[config.mk]
export PLATFORM = sky130hd
export DESIGN_NAME = length_prefixed_frame_parser
export DESIGN_NICKNAME = d
export VERILOG_FILES = /design/src/lpfp_pkg.sv /design/src/length_prefixed_frame_parser.sv /design/src/lpfp_in_stage.sv /design/src/lpfp_step.sv /design/src/lpfp_out_stage.sv
export SDC_FILE = /design/constraint.sdc
export NUM_CORES = 1
export LEC_CHECK = 0
export BUFFER_PORTS_ARGS = -buffer_cell sky130_fd_sc_hd__buf_2
export CORE_AREA = 4 4 175 126
export CTS_CLUSTER_SIZE = 28
export DETAILED_ROUTE_END_ITERATION = 10
export DIE_AREA = 0 0 179 130
export PLACE_DENSITY_LB_ADDON = 0.08
export SLEW_MARGIN = 30
export SYNTH_ARGS = -nofsm -noshare
export SYNTH_HDL_FRONTEND = slang
export SYNTH_SLANG_ARGS = --single-unit
[constraint.sdc]
create_clock -name clk_i -period 4 [get_ports clk_i]
set_input_delay 0.2 -clock clk_i [delete_from_list [all_inputs] [get_ports clk_i]]
set_output_delay 0.2 -clock clk_i [all_outputs]
set_load 0.005 [all_outputs]
[src/lpfp_pkg.sv]
// ----------------------------------------------------------------------------
// Length-prefixed frame parser package
// Shared types, role codes and phase encodings for the frame parser.
// ----------------------------------------------------------------------------
package lpfp_pkg;

  // Byte role codes as reported on the result channel.
  localparam logic [2:0] ROLE_CMD0  = 3'd0;
  localparam logic [2:0] ROLE_CMD1  = 3'd1;
  localparam logic [2:0] ROLE_FLAGS = 3'd2;
  localparam logic [2:0] ROLE_LEN0  = 3'd3;
  localparam logic [2:0] ROLE_LEN1  = 3'd4;
  localparam logic [2:0] ROLE_LEN2  = 3'd5;
  localparam logic [2:0] ROLE_LEN3  = 3'd6;
  localparam logic [2:0] ROLE_DATA  = 3'd7;

  // Request type codes.
  localparam logic REQ_BYTE  = 1'b0;
  localparam logic REQ_ABORT = 1'b1;

  // Bit positions of the upper length bytes (little-endian).
  localparam int unsigned LenShift1 = 8;
  localparam int unsigned LenShift2 = 16;
  localparam int unsigned LenShift3 = 24;

  // Parser phase, one-hot.
  typedef enum logic [7:0] {
    PH_CMD0  = 8'b0000_0001,
    PH_CMD1  = 8'b0000_0010,
    PH_FLAGS = 8'b0000_0100,
    PH_LEN0  = 8'b0000_1000,
    PH_LEN1  = 8'b0001_0000,
    PH_LEN2  = 8'b0010_0000,
    PH_LEN3  = 8'b0100_0000,
    PH_DATA  = 8'b1000_0000
  } phase_e;

  // One input item as held in the input register.
  typedef struct packed {
    logic       req_type;
    logic [7:0] rx_byte;
  } item_t;

  // One result item.
  typedef struct packed {
    logic [7:0]  out_byte;
    logic [2:0]  byte_role;
    logic [31:0] frame_length;
    logic [31:0] payload_index;
    logic        frame_last;
  } result_t;

endpackage

[src/length_prefixed_frame_parser.sv]
// ----------------------------------------------------------------------------
// Length-prefixed frame parser
// Splits a byte stream into frames of two command bytes, a flags byte, a
// 32-bit little-endian length and that many payload bytes.
// ----------------------------------------------------------------------------
// Usage:
// Each input transfer carries either a received byte (req_type_i low) or an
// abort (req_type_i high). Every received byte gives one result transfer with
// the byte, its role in the frame, the length assembled so far, its payload
// index and a frame-end mark. An abort gives no result and returns the parser
// to the first command byte.
// An accepted item sits in the input register while the parse step computes
// its result, which the result register takes once it is free.
// Throughput is one item per cycle while the receiver does not stall; the
// parse step is a single phase update plus one 32-bit increment and compare
// for the payload count.
// When the receiver stalls, the result register holds its transfer, the input
// register fills, and in_stall_o rises; aborts keep draining into the parse
// state while the result register is full.
// After reset both registers are empty and the parser expects a command byte.
// ----------------------------------------------------------------------------
module length_prefixed_frame_parser (
  input  logic        clk_i,
  input  logic        rst_ni,
  input  logic        in_valid_i,
  output logic        in_stall_o,
  input  logic        req_type_i,
  input  logic [7:0]  rx_byte_i,
  output logic        out_valid_o,
  input  logic        out_stall_i,
  output logic [7:0]  out_byte_o,
  output logic [2:0]  byte_role_o,
  output logic [31:0] frame_length_o,
  output logic [31:0] payload_index_o,
  output logic        frame_last_o
);
  import lpfp_pkg::*;

  item_t   item_in, item_q;
  logic    item_valid;
  logic    out_ready;
  logic    advance;
  logic    load_out;
  result_t step_res, out_res;

  assign item_in.req_type = req_type_i;
  assign item_in.rx_byte  = rx_byte_i;

  // Aborts never need the result register; bytes wait for it.
  assign advance  = item_valid && ((item_q.req_type == REQ_ABORT) || out_ready);
  assign load_out = advance && (item_q.req_type == REQ_BYTE);

  lpfp_in_stage u_in_stage (
    .clk_i      (clk_i),
    .rst_ni     (rst_ni),
    .in_valid_i (in_valid_i),
    .in_stall_o (in_stall_o),
    .item_i     (item_in),
    .advance_i  (advance),
    .valid_o    (item_valid),
    .item_o     (item_q)
  );

  lpfp_step u_step (
    .clk_i    (clk_i),
    .rst_ni   (rst_ni),
    .step_i   (advance),
    .item_i   (item_q),
    .result_o (step_res)
  );

  lpfp_out_stage u_out_stage (
    .clk_i       (clk_i),
    .rst_ni      (rst_ni),
    .load_i      (load_out),
    .result_i    (step_res),
    .ready_o     (out_ready),
    .out_valid_o (out_valid_o),
    .out_stall_i (out_stall_i),
    .result_o    (out_res)
  );

  assign out_byte_o      = out_res.out_byte;
  assign byte_role_o     = out_res.byte_role;
  assign frame_length_o  = out_res.frame_length;
  assign payload_index_o = out_res.payload_index;
  assign frame_last_o    = out_res.frame_last;

endmodule

[src/lpfp_in_stage.sv]
// ----------------------------------------------------------------------------
// Frame parser input register
// Captures one input transfer and holds it until the parser consumes it.
// ----------------------------------------------------------------------------
module lpfp_in_stage (
  input  logic           clk_i,
  input  logic           rst_ni,
  input  logic           in_valid_i,
  output logic           in_stall_o,
  input  lpfp_pkg::item_t item_i,
  input  logic           advance_i,
  output logic           valid_o,
  output lpfp_pkg::item_t item_o
);
  import lpfp_pkg::*;

  logic  valid_q, valid_d;
  item_t item_q;
  logic  accept;

  // The register can take a new transfer when it is empty or being drained.
  assign in_stall_o = valid_q && !advance_i;
  assign accept     = in_valid_i && !in_stall_o;

  always_comb begin
    valid_d = valid_q;
    if (accept) begin
      valid_d = 1'b1;
    end else if (advance_i) begin
      valid_d = 1'b0;
    end
  end

  always_ff @(posedge clk_i or negedge rst_ni) begin
    if (!rst_ni) begin
      valid_q <= 1'b0;
    end else begin
      valid_q <= valid_d;
    end
  end

  // Payload register needs no reset.
  always_ff @(posedge clk_i) begin
    if (accept) begin
      item_q <= item_i;
    end
  end

  assign valid_o = valid_q;
  assign item_o  = item_q;

endmodule

[src/lpfp_step.sv]
// ----------------------------------------------------------------------------
// Frame parser step logic
// Holds the parse state and computes the result and next state of one item.
// ----------------------------------------------------------------------------
module lpfp_step (
  input  logic             clk_i,
  input  logic             rst_ni,
  input  logic             step_i,
  input  lpfp_pkg::item_t   item_i,
  output lpfp_pkg::result_t result_o
);
  import lpfp_pkg::*;

  phase_e      phase_q, phase_d;
  logic [31:0] length_q, length_d;
  logic [31:0] count_q, count_d;
  logic [31:0] byte_ext;
  logic [31:0] count_inc;
  result_t     res;

  assign byte_ext  = {24'd0, item_i.rx_byte};
  assign count_inc = count_q + 32'd1;

  // Role decode, length assembly and payload counting for the current byte.
  always_comb begin
    phase_d           = phase_q;
    length_d          = length_q;
    count_d           = count_q;
    res.out_byte      = item_i.rx_byte;
    res.byte_role     = ROLE_CMD0;
    res.frame_length  = 32'd0;
    res.payload_index = 32'd0;
    res.frame_last    = 1'b0;
    case (phase_q)
      PH_CMD0: begin
        res.byte_role = ROLE_CMD0;
        phase_d       = PH_CMD1;
      end
      PH_CMD1: begin
        res.byte_role = ROLE_CMD1;
        phase_d       = PH_FLAGS;
      end
      PH_FLAGS: begin
        res.byte_role = ROLE_FLAGS;
        phase_d       = PH_LEN0;
      end
      PH_LEN0: begin
        res.byte_role    = ROLE_LEN0;
        length_d         = byte_ext;
        res.frame_length = length_d;
        phase_d          = PH_LEN1;
      end
      PH_LEN1: begin
        res.byte_role    = ROLE_LEN1;
        length_d         = length_q | (byte_ext << LenShift1);
        res.frame_length = length_d;
        phase_d          = PH_LEN2;
      end
      PH_LEN2: begin
        res.byte_role    = ROLE_LEN2;
        length_d         = length_q | (byte_ext << LenShift2);
        res.frame_length = length_d;
        phase_d          = PH_LEN3;
      end
      PH_LEN3: begin
        res.byte_role    = ROLE_LEN3;
        length_d         = length_q | (byte_ext << LenShift3);
        res.frame_length = length_d;
        count_d          = 32'd0;
        // A zero length ends the frame on the last length byte.
        if (length_d == 32'd0) begin
          res.frame_last = 1'b1;
          phase_d        = PH_CMD0;
        end else begin
          phase_d = PH_DATA;
        end
      end
      PH_DATA: begin
        res.byte_role     = ROLE_DATA;
        res.frame_length  = length_q;
        res.payload_index = count_q;
        if (count_inc == length_q) begin
          res.frame_last = 1'b1;
          phase_d        = PH_CMD0;
        end else begin
          count_d = count_inc;
        end
      end
      default: begin
        phase_d = PH_CMD0;
      end
    endcase
    // An abort returns the parser to its start.
    if (item_i.req_type == REQ_ABORT) begin
      phase_d  = PH_CMD0;
      length_d = 32'd0;
      count_d  = 32'd0;
    end
  end

  always_ff @(posedge clk_i or negedge rst_ni) begin
    if (!rst_ni) begin
      phase_q  <= PH_CMD0;
      length_q <= 32'd0;
      count_q  <= 32'd0;
    end else if (step_i) begin
      phase_q  <= phase_d;
      length_q <= length_d;
      count_q  <= count_d;
    end
  end

  assign result_o = res;

endmodule

[src/lpfp_out_stage.sv]
// ----------------------------------------------------------------------------
// Frame parser result register
// Holds one result transfer until the receiver takes it.
// ----------------------------------------------------------------------------
module lpfp_out_stage (
  input  logic             clk_i,
  input  logic             rst_ni,
  input  logic             load_i,
  input  lpfp_pkg::result_t result_i,
  output logic             ready_o,
  output logic             out_valid_o,
  input  logic             out_stall_i,
  output lpfp_pkg::result_t result_o
);
  import lpfp_pkg::*;

  logic    valid_q, valid_d;
  result_t result_q;

  // Free when empty or when the held result leaves this cycle.
  assign ready_o = !valid_q || !out_stall_i;

  always_comb begin
    valid_d = valid_q;
    if (load_i) begin
      valid_d = 1'b1;
    end else if (!out_stall_i) begin
      valid_d = 1'b0;
    end
  end

  always_ff @(posedge clk_i or negedge rst_ni) begin
    if (!rst_ni) begin
      valid_q <= 1'b0;
    end else begin
      valid_q <= valid_d;
    end
  end

  always_ff @(posedge clk_i) begin
    if (load_i) begin
      result_q <= result_i;
    end
  end

  assign out_valid_o = valid_q;
  assign result_o    = result_q;

endmodule

## After elaboration in Yosys (flattened, before gate mapping)

Index checks and enable logic that the tools add are counted.

- Bits in registers: 159
- Latch bits: 0
- Bits in writable memories: 0
- Bits in read-only memories: 0
- Input port bits: 13
- Output and inout bits: 78
- Logic and storage cells: 64
- Memories kept: 0

- $add $sub $neg: 1
- Multipliers: 0
- Divide/modulo/power cells: 0
- Magnitude comparators: 0
- Equal/unequal tests: 12
- Shift-type cells: 0
- Muxes and demuxes: 18
- Bitwise operators: 4
- Reduce and logical (&&, ||, !) cells: 17

Operators by type and width:

| operator | number |
|---|---|
| $pmux W32 S5 | 1 |
| $pmux W32 S4 | 1 |
| $mux W32 | 3 |
| $pmux W32 S2 | 1 |
| $pmux W8 S8 | 1 |
| $add A32 B1 Y32 const B | 1 |
| $eq A32 B32 Y1 | 1 |
| $logic_not A32 Y1 | 1 |
| $or A32 B16 Y32 | 1 |
| $or A32 B24 Y32 | 1 |
| $or A32 B32 Y32 | 1 |
| $mux W8 | 3 |
| $pmux W3 S7 | 1 |
| $eq A8 B1 Y1 const B | 1 |
| $eq A8 B2 Y1 const B | 1 |
| $eq A8 B3 Y1 const B | 1 |
| $eq A8 B4 Y1 const B | 1 |
| $eq A8 B5 Y1 const B | 1 |
| $eq A8 B6 Y1 const B | 1 |
| $eq A8 B7 Y1 const B | 1 |
| $eq A8 B8 Y1 const B | 1 |
| $mux W1 | 6 |
| $reduce_bool A5 Y1 | 1 |
| $logic_and A1 B1 Y1 | 4 |
| 11 further kinds | 16 |

## Depth between registers and ports, before layout

- Depth in word-level cells: 9
- Mapped depth: 13
- Gate-level depth less buffers: 10

## By module

Synthesis repeated with hierarchy kept, for this count alone.

- Cell total of the unflattened synthesis: 799
- Area, all modules: 8167.8 um^2

Modules (own cells, without submodules):

| module | instances | cells an instance | area each (um^2) | seq. area each (um^2) |
|---|---|---|---|---|
| lpfp_step | 1 | 704 | 5505.3 | 1803.0 |
| lpfp_out_stage | 1 | 79 | 2318.5 | 2307.2 |
| lpfp_in_stage | 1 | 14 | 327.8 | 295.3 |
| length_prefixed_frame_parser | 1 | 2 | 16.3 | 0.0 |

## Least setup slack after synthesis

No wires, ideal clock.

- Path type: register to register
- Start point: register u_step.count_q[0]
- End point: register u_step.count_q[22]
- Setup time: 126 ps
- Arrival: 2904 ps
- Data required time: 3874 ps
- Slack: 970 ps
- Stages on the path, launching flop included: 14
- Buffers on the path: 3
- Period minus slack after synthesis: 3030 ps
- Path through: dfrtp_1 > ha_1 > clkbuf_2 > nand3_2 > nor4_4 > nand2_1 > xnor2_1 > a211oi_1 > a2bb2oi_1 > a31o_1 > buf_4 > nor2_2 > buf_6 > a221o_1

- Cells in the longest elaborated chain, start to end: 4
- Elaborated cells between the ends (all ways): 7
- Classes of those cells: add/sub: 1; eq/ne: 2; mux: 3; reduce/logical: 1

RTL lines:

| item | RTL line | source |
|---|---|---|
| start: declaration | lpfp_step.sv:16 | `logic [31:0] count_q, count_d;` |
| start signal: assignment | lpfp_step.sv:109 | `count_q <= count_d;` |
| $add A32 B1 Y32 * | lpfp_step.sv:22 | `assign count_inc = count_q + 32'd1;` |
| $eq A32 B32 Y1 / $mux W32 (equally long branches) | lpfp_step.sv:82 | `if (count_inc == length_q) begin` |
| $ne A3 B3 Y1 (no line) / $pmux W32 S2 (equally long branches) | -- |  |
| $reduce_and A3 Y1 (no line) / $mux W32 (equally long branches) | -- |  |

Mark *: on every way between the ends. The rest lies on a longest branch, timed or not. The select of a mux whose other input is x is not followed.
A chain may end at the register's enable or synchronous reset.

## Final worst setup path

- Start point: register u_step.count_q[5]
- End point: register u_step.count_q[13]

The elaborated chain is that of the path after synthesis.

==> run_results.csv <==
group,metric,value,unit
status,status,"complete, no violations",
floorplanning,die_y,130,um
synthesis,ys_warn_count,0,
cells_and_area,n_fill_cell,1916,
setup_path,cp_num_cells,10,
place,pre_cts_ws,0.193,ns
setup_path,critPathKind,"register to register",
clocking,cts_tree,"yes",
synthesis,yosys.area.top_type_share,0.317,
global_route,antenna_found_initial,0,
setup_path,worstSetupEndpointType,"register",
cells_and_area,drive_gt1_frac,0.201,
setup_path,cp_max_fo,15,
run,drv_cap,0,
detailed_routing,via_per_inst,5.66,
sta,hold_viol,0,
hold_path,hold_depth,3,
sta,rsz0062_at_grt,"false",
sta,setup_viol,0,
place,port_buffers,90,
cells_and_area,diodes,0,
synthesis,synth_cell_types,69,
sta,min_period,3.69,ns
setup_path,crit_chain,"nand4_4 -> nor3_2 -> nand3_1 -> a2111oi_1 -> o21ai_1 -> nor4_2 -> a31o_2 -> buf_4 -> nor3_1 -> a211o_1",
floorplanning,num_io_pins,91,
floorplanning,die-area,23300,um2
floorplanning,start_util,0.395,
setup_path,critPathArrivalTime,4.01,ns
synthesis,synthesis.nets,789,
setup_path,cp.required,4.32,ns
power,p_per_area,431,nW/um2
detailed_routing,via_count,6492,
global_route,grt_pass1_wl,36.2,mm
sta,fin_worst_skew,0.0116,ns
clocking,clockRootBuffer,"clkbuf_16",
clocking,clock-sinks,159,
sta,timing.fmax,271,MHz
power,irDropWorstVdd,0.000269,V
setup_path,critical-path-max-stage-delay,0.59,ns
detailed_routing,routed_wl,22.9,mm
setup_path,crit_buf_inv,1,
power,power.total,4.11,mW
floorplanning,coreArea,20400,um2
sta,setup_tns,0,ns
detailed_routing,ant_nets,0,
cells_and_area,layout.nets,873,
floorplanning,fp.dieW,179,um
synthesis,synth_enable_flop_cells,85,
setup_path,rr_worst_depth,10,
synthesis,synth_cells,775,
detailed_routing,wire_per_inst,19.9,um
detailed_routing,drc,0,
synthesis,synth_area_leader_cell,"edfxtp_1",
clocking,cts_made_buffers,17,
global_route,first_global_vias,6343,
hold_path,hold_class,"primary input to register",
global_route,grt-ovfl-total,0,
sta,drv_slew,0,
synthesis,avgSynthCellArea,10.4,um2
synthesis,async_reset_ff_frac,0.465,
setup_path,critPathSlowestCell,"dfrtp_1",
global_route,grt_max_degree,42,
cells_and_area,fin_util,0.467,
setup_path,cp-start-kind,"register",
setup_path,reg2reg_slack,0.31,ns
cells_and_area,area_delta_synth_final,18.2,%
synthesis,yosysSeqAreaShare,0.547,
sta,worstMarginPinSlew,0.810,ns
detailed_routing,drtPass1Iterations,7,
power,power.leakage,3.84,nW
synthesis,synthesis.area,8060,um2
sta,slew_headroom,0.456,
global_route,groute.usage.overall,0.203,
clocking,h-tree-depth,4,
clocking,clk_pin_slew,0.07,ns
synthesis,synth_top_flop_cell,"edfxtp_1",
clocking,max-clock-path-buffers,2,
detailed_routing,dr.first_iter.drc_count,580,
floorplanning,floorplan.rows,44,
synthesis,ys_seq_elements,159,
sta,fin_crit_sh,0.923,
place,gp_congestion,0.891,
setup_path,critPathTopFamily,"simple AND/OR/NAND/NOR gates",
place,dp_hpwl,15.7,mm
sta,setup_slack,0.308,ns
clocking,clkLatencyLatePin,0.44,ns
synthesis,synthTopCellsByArea,"edfxtp_1 (32%), dfrtp_1 (23%), nor2_1 (4.1%)",
[power by group]
group | total [mW] | leakage [nW] | internal (mW) | switching, mW
sequential | 1.98 | 1.79 | 1.83 | 0.149
clock | 1.70 | 0.297 | 0.904 | 0.794
combinational | 0.430 | 1.75 | 0.182 | 0.248
[worst register-to-register path: cells and delay by family (launching register included)]
family          cells  cell delay (ns)
flops               1             0.59
buf+inv             1             0.28
simple gates        5             1.38
compound gates      4             1.34
[final timing paths]
kind	startpoint	end
setup / recovery	u_step.count_q[5]$_DFFE_PN0P_	u_step.count_q[13]$_DFFE_PN0P_
hold / removal	out_stall_i	u_out_stage.out_valid_o$_DFFE_PN0P_
setup reg to reg	u_step.count_q[5]$_DFFE_PN0P_	u_step.count_q[13]$_DFFE_PN0P_
hold reg to reg	u_step.phase_q[0]$_DFFE_PN1P_	u_step.phase_q[0]$_DFFE_PN1P_
max in group asynchronous	rst_ni	u_step.count_q[25]$_DFFE_PN0P_
min in group asynchronous	rst_ni	u_step.count_q[6]$_DFFE_PN0P_
[stage by stage]
stage / cell area, um2 / hold slack, ns / std cells
after floorplan: 8060 / -0.0956 / 775
after global placement: 8800 / 0.373 / 1105
after detailed placement: 8800 / 0.379 / 1105
after CTS: 9520 / 0.0594 / 1148
after global routing: 9530 / 0.0964 / 1148
final: 9530 / 0.0969 / 1148
[layout by cell type (no fill, tap or decap), drive strengths merged, types with 3 or more instances in the layout]
| cell | count |
|---|---|
| clkinv | 6 |
| nand3 | 44 |
| dfrtp | 73 |
| a22o | 12 |
| and4 | 5 |
| and3 | 10 |
| buf | 118 |
| dlygate4sd3 | 11 |
| nand4 | 20 |
| o211ai | 4 |
| nor2 | 90 |
| a2111oi | 3 |
| nor4b | 6 |
| o21ai | 11 |
| xnor2 | 35 |
| and2 | 30 |
| o31ai | 4 |
| nor3 | 18 |
| a21o | 11 |
| edfxtp | 85 |
| a211o | 8 |
| a211oi | 6 |
| or3 | 12 |
| inv | 19 |
| a221o | 10 |
| nand2b | 10 |
| a31oi | 3 |
| nor2b | 4 |
| nand2 | 51 |
| a21oi | 65 |
| clkbuf | 17 |
| nor4 | 25 |
| or4 | 5 |
| xor2 | 10 |
[synthesized netlist by cell type (6+ instances only)]
cell type,count
nor2_1,88
edfxtp_1,85
dfrtp_1,73
a21oi_1,64
nand2_1,51
nand3_1,42
clkbuf_1,41
xnor2_1,35
and2_1,30
nor4_1,20
nand4_1,19
nor3_1,17
buf_2,14
a22o_1,12
or3_1,12
a21o_1,11
a221o_1,10
and3_1,10
inv_1,10
nand2b_1,10
xor2_1,10
a211o_1,8
o21ai_0,8
a211oi_1,6
[kinds of logic after synthesis]
family,share of synthesized area
compound gates,0.135
xor+xnor,0.0489
fa+ha+maj,0.00155
buf+inv,0.0428
flops,0.547
mux,0.00388
simple gates,0.221
[per-layer routing]
metal  GRT usage  wire length [um]  up-vias
met5           0                 0        -
met4      0.0474               260        0
met3      0.0489              1570       23
met2       0.309             10000      235
met1       0.296             11000     3211
li1            -                 -     3023
[registers in the layout, summed over array words and instances (netlist names)]
signal,count
u_out_stage.result_o,76
u_out_stage.out_valid_o,1
u_step.length_q,32
u_in_stage.item_o,9
u_in_stage.valid_o,1
u_step.phase_q,8
u_step.count_q,32
[area by class of cell]
cell class | count | area, um2 | area share
Tap cell | 276 | 345 | 0.0362
Multi-Input combinational cell | 540 | 3350 | 0.351
Clock inverter | 15 | 186 | 0.0196
Timing Repair Buffer | 129 | 773 | 0.0811
Sequential cell | 159 | 4410 | 0.462
Inverter | 12 | 46.3 | 0.00486
Clock buffer | 17 | 425 | 0.0446
[timing repair]
action	in CTS	in global routing
setup endpoints to repair	0	35
setup buffers	0	0
gates resized for setup	0	1
hold buffers	11	0
hold endpoints to repair	44	0
(Power assumes the default switching activity.)
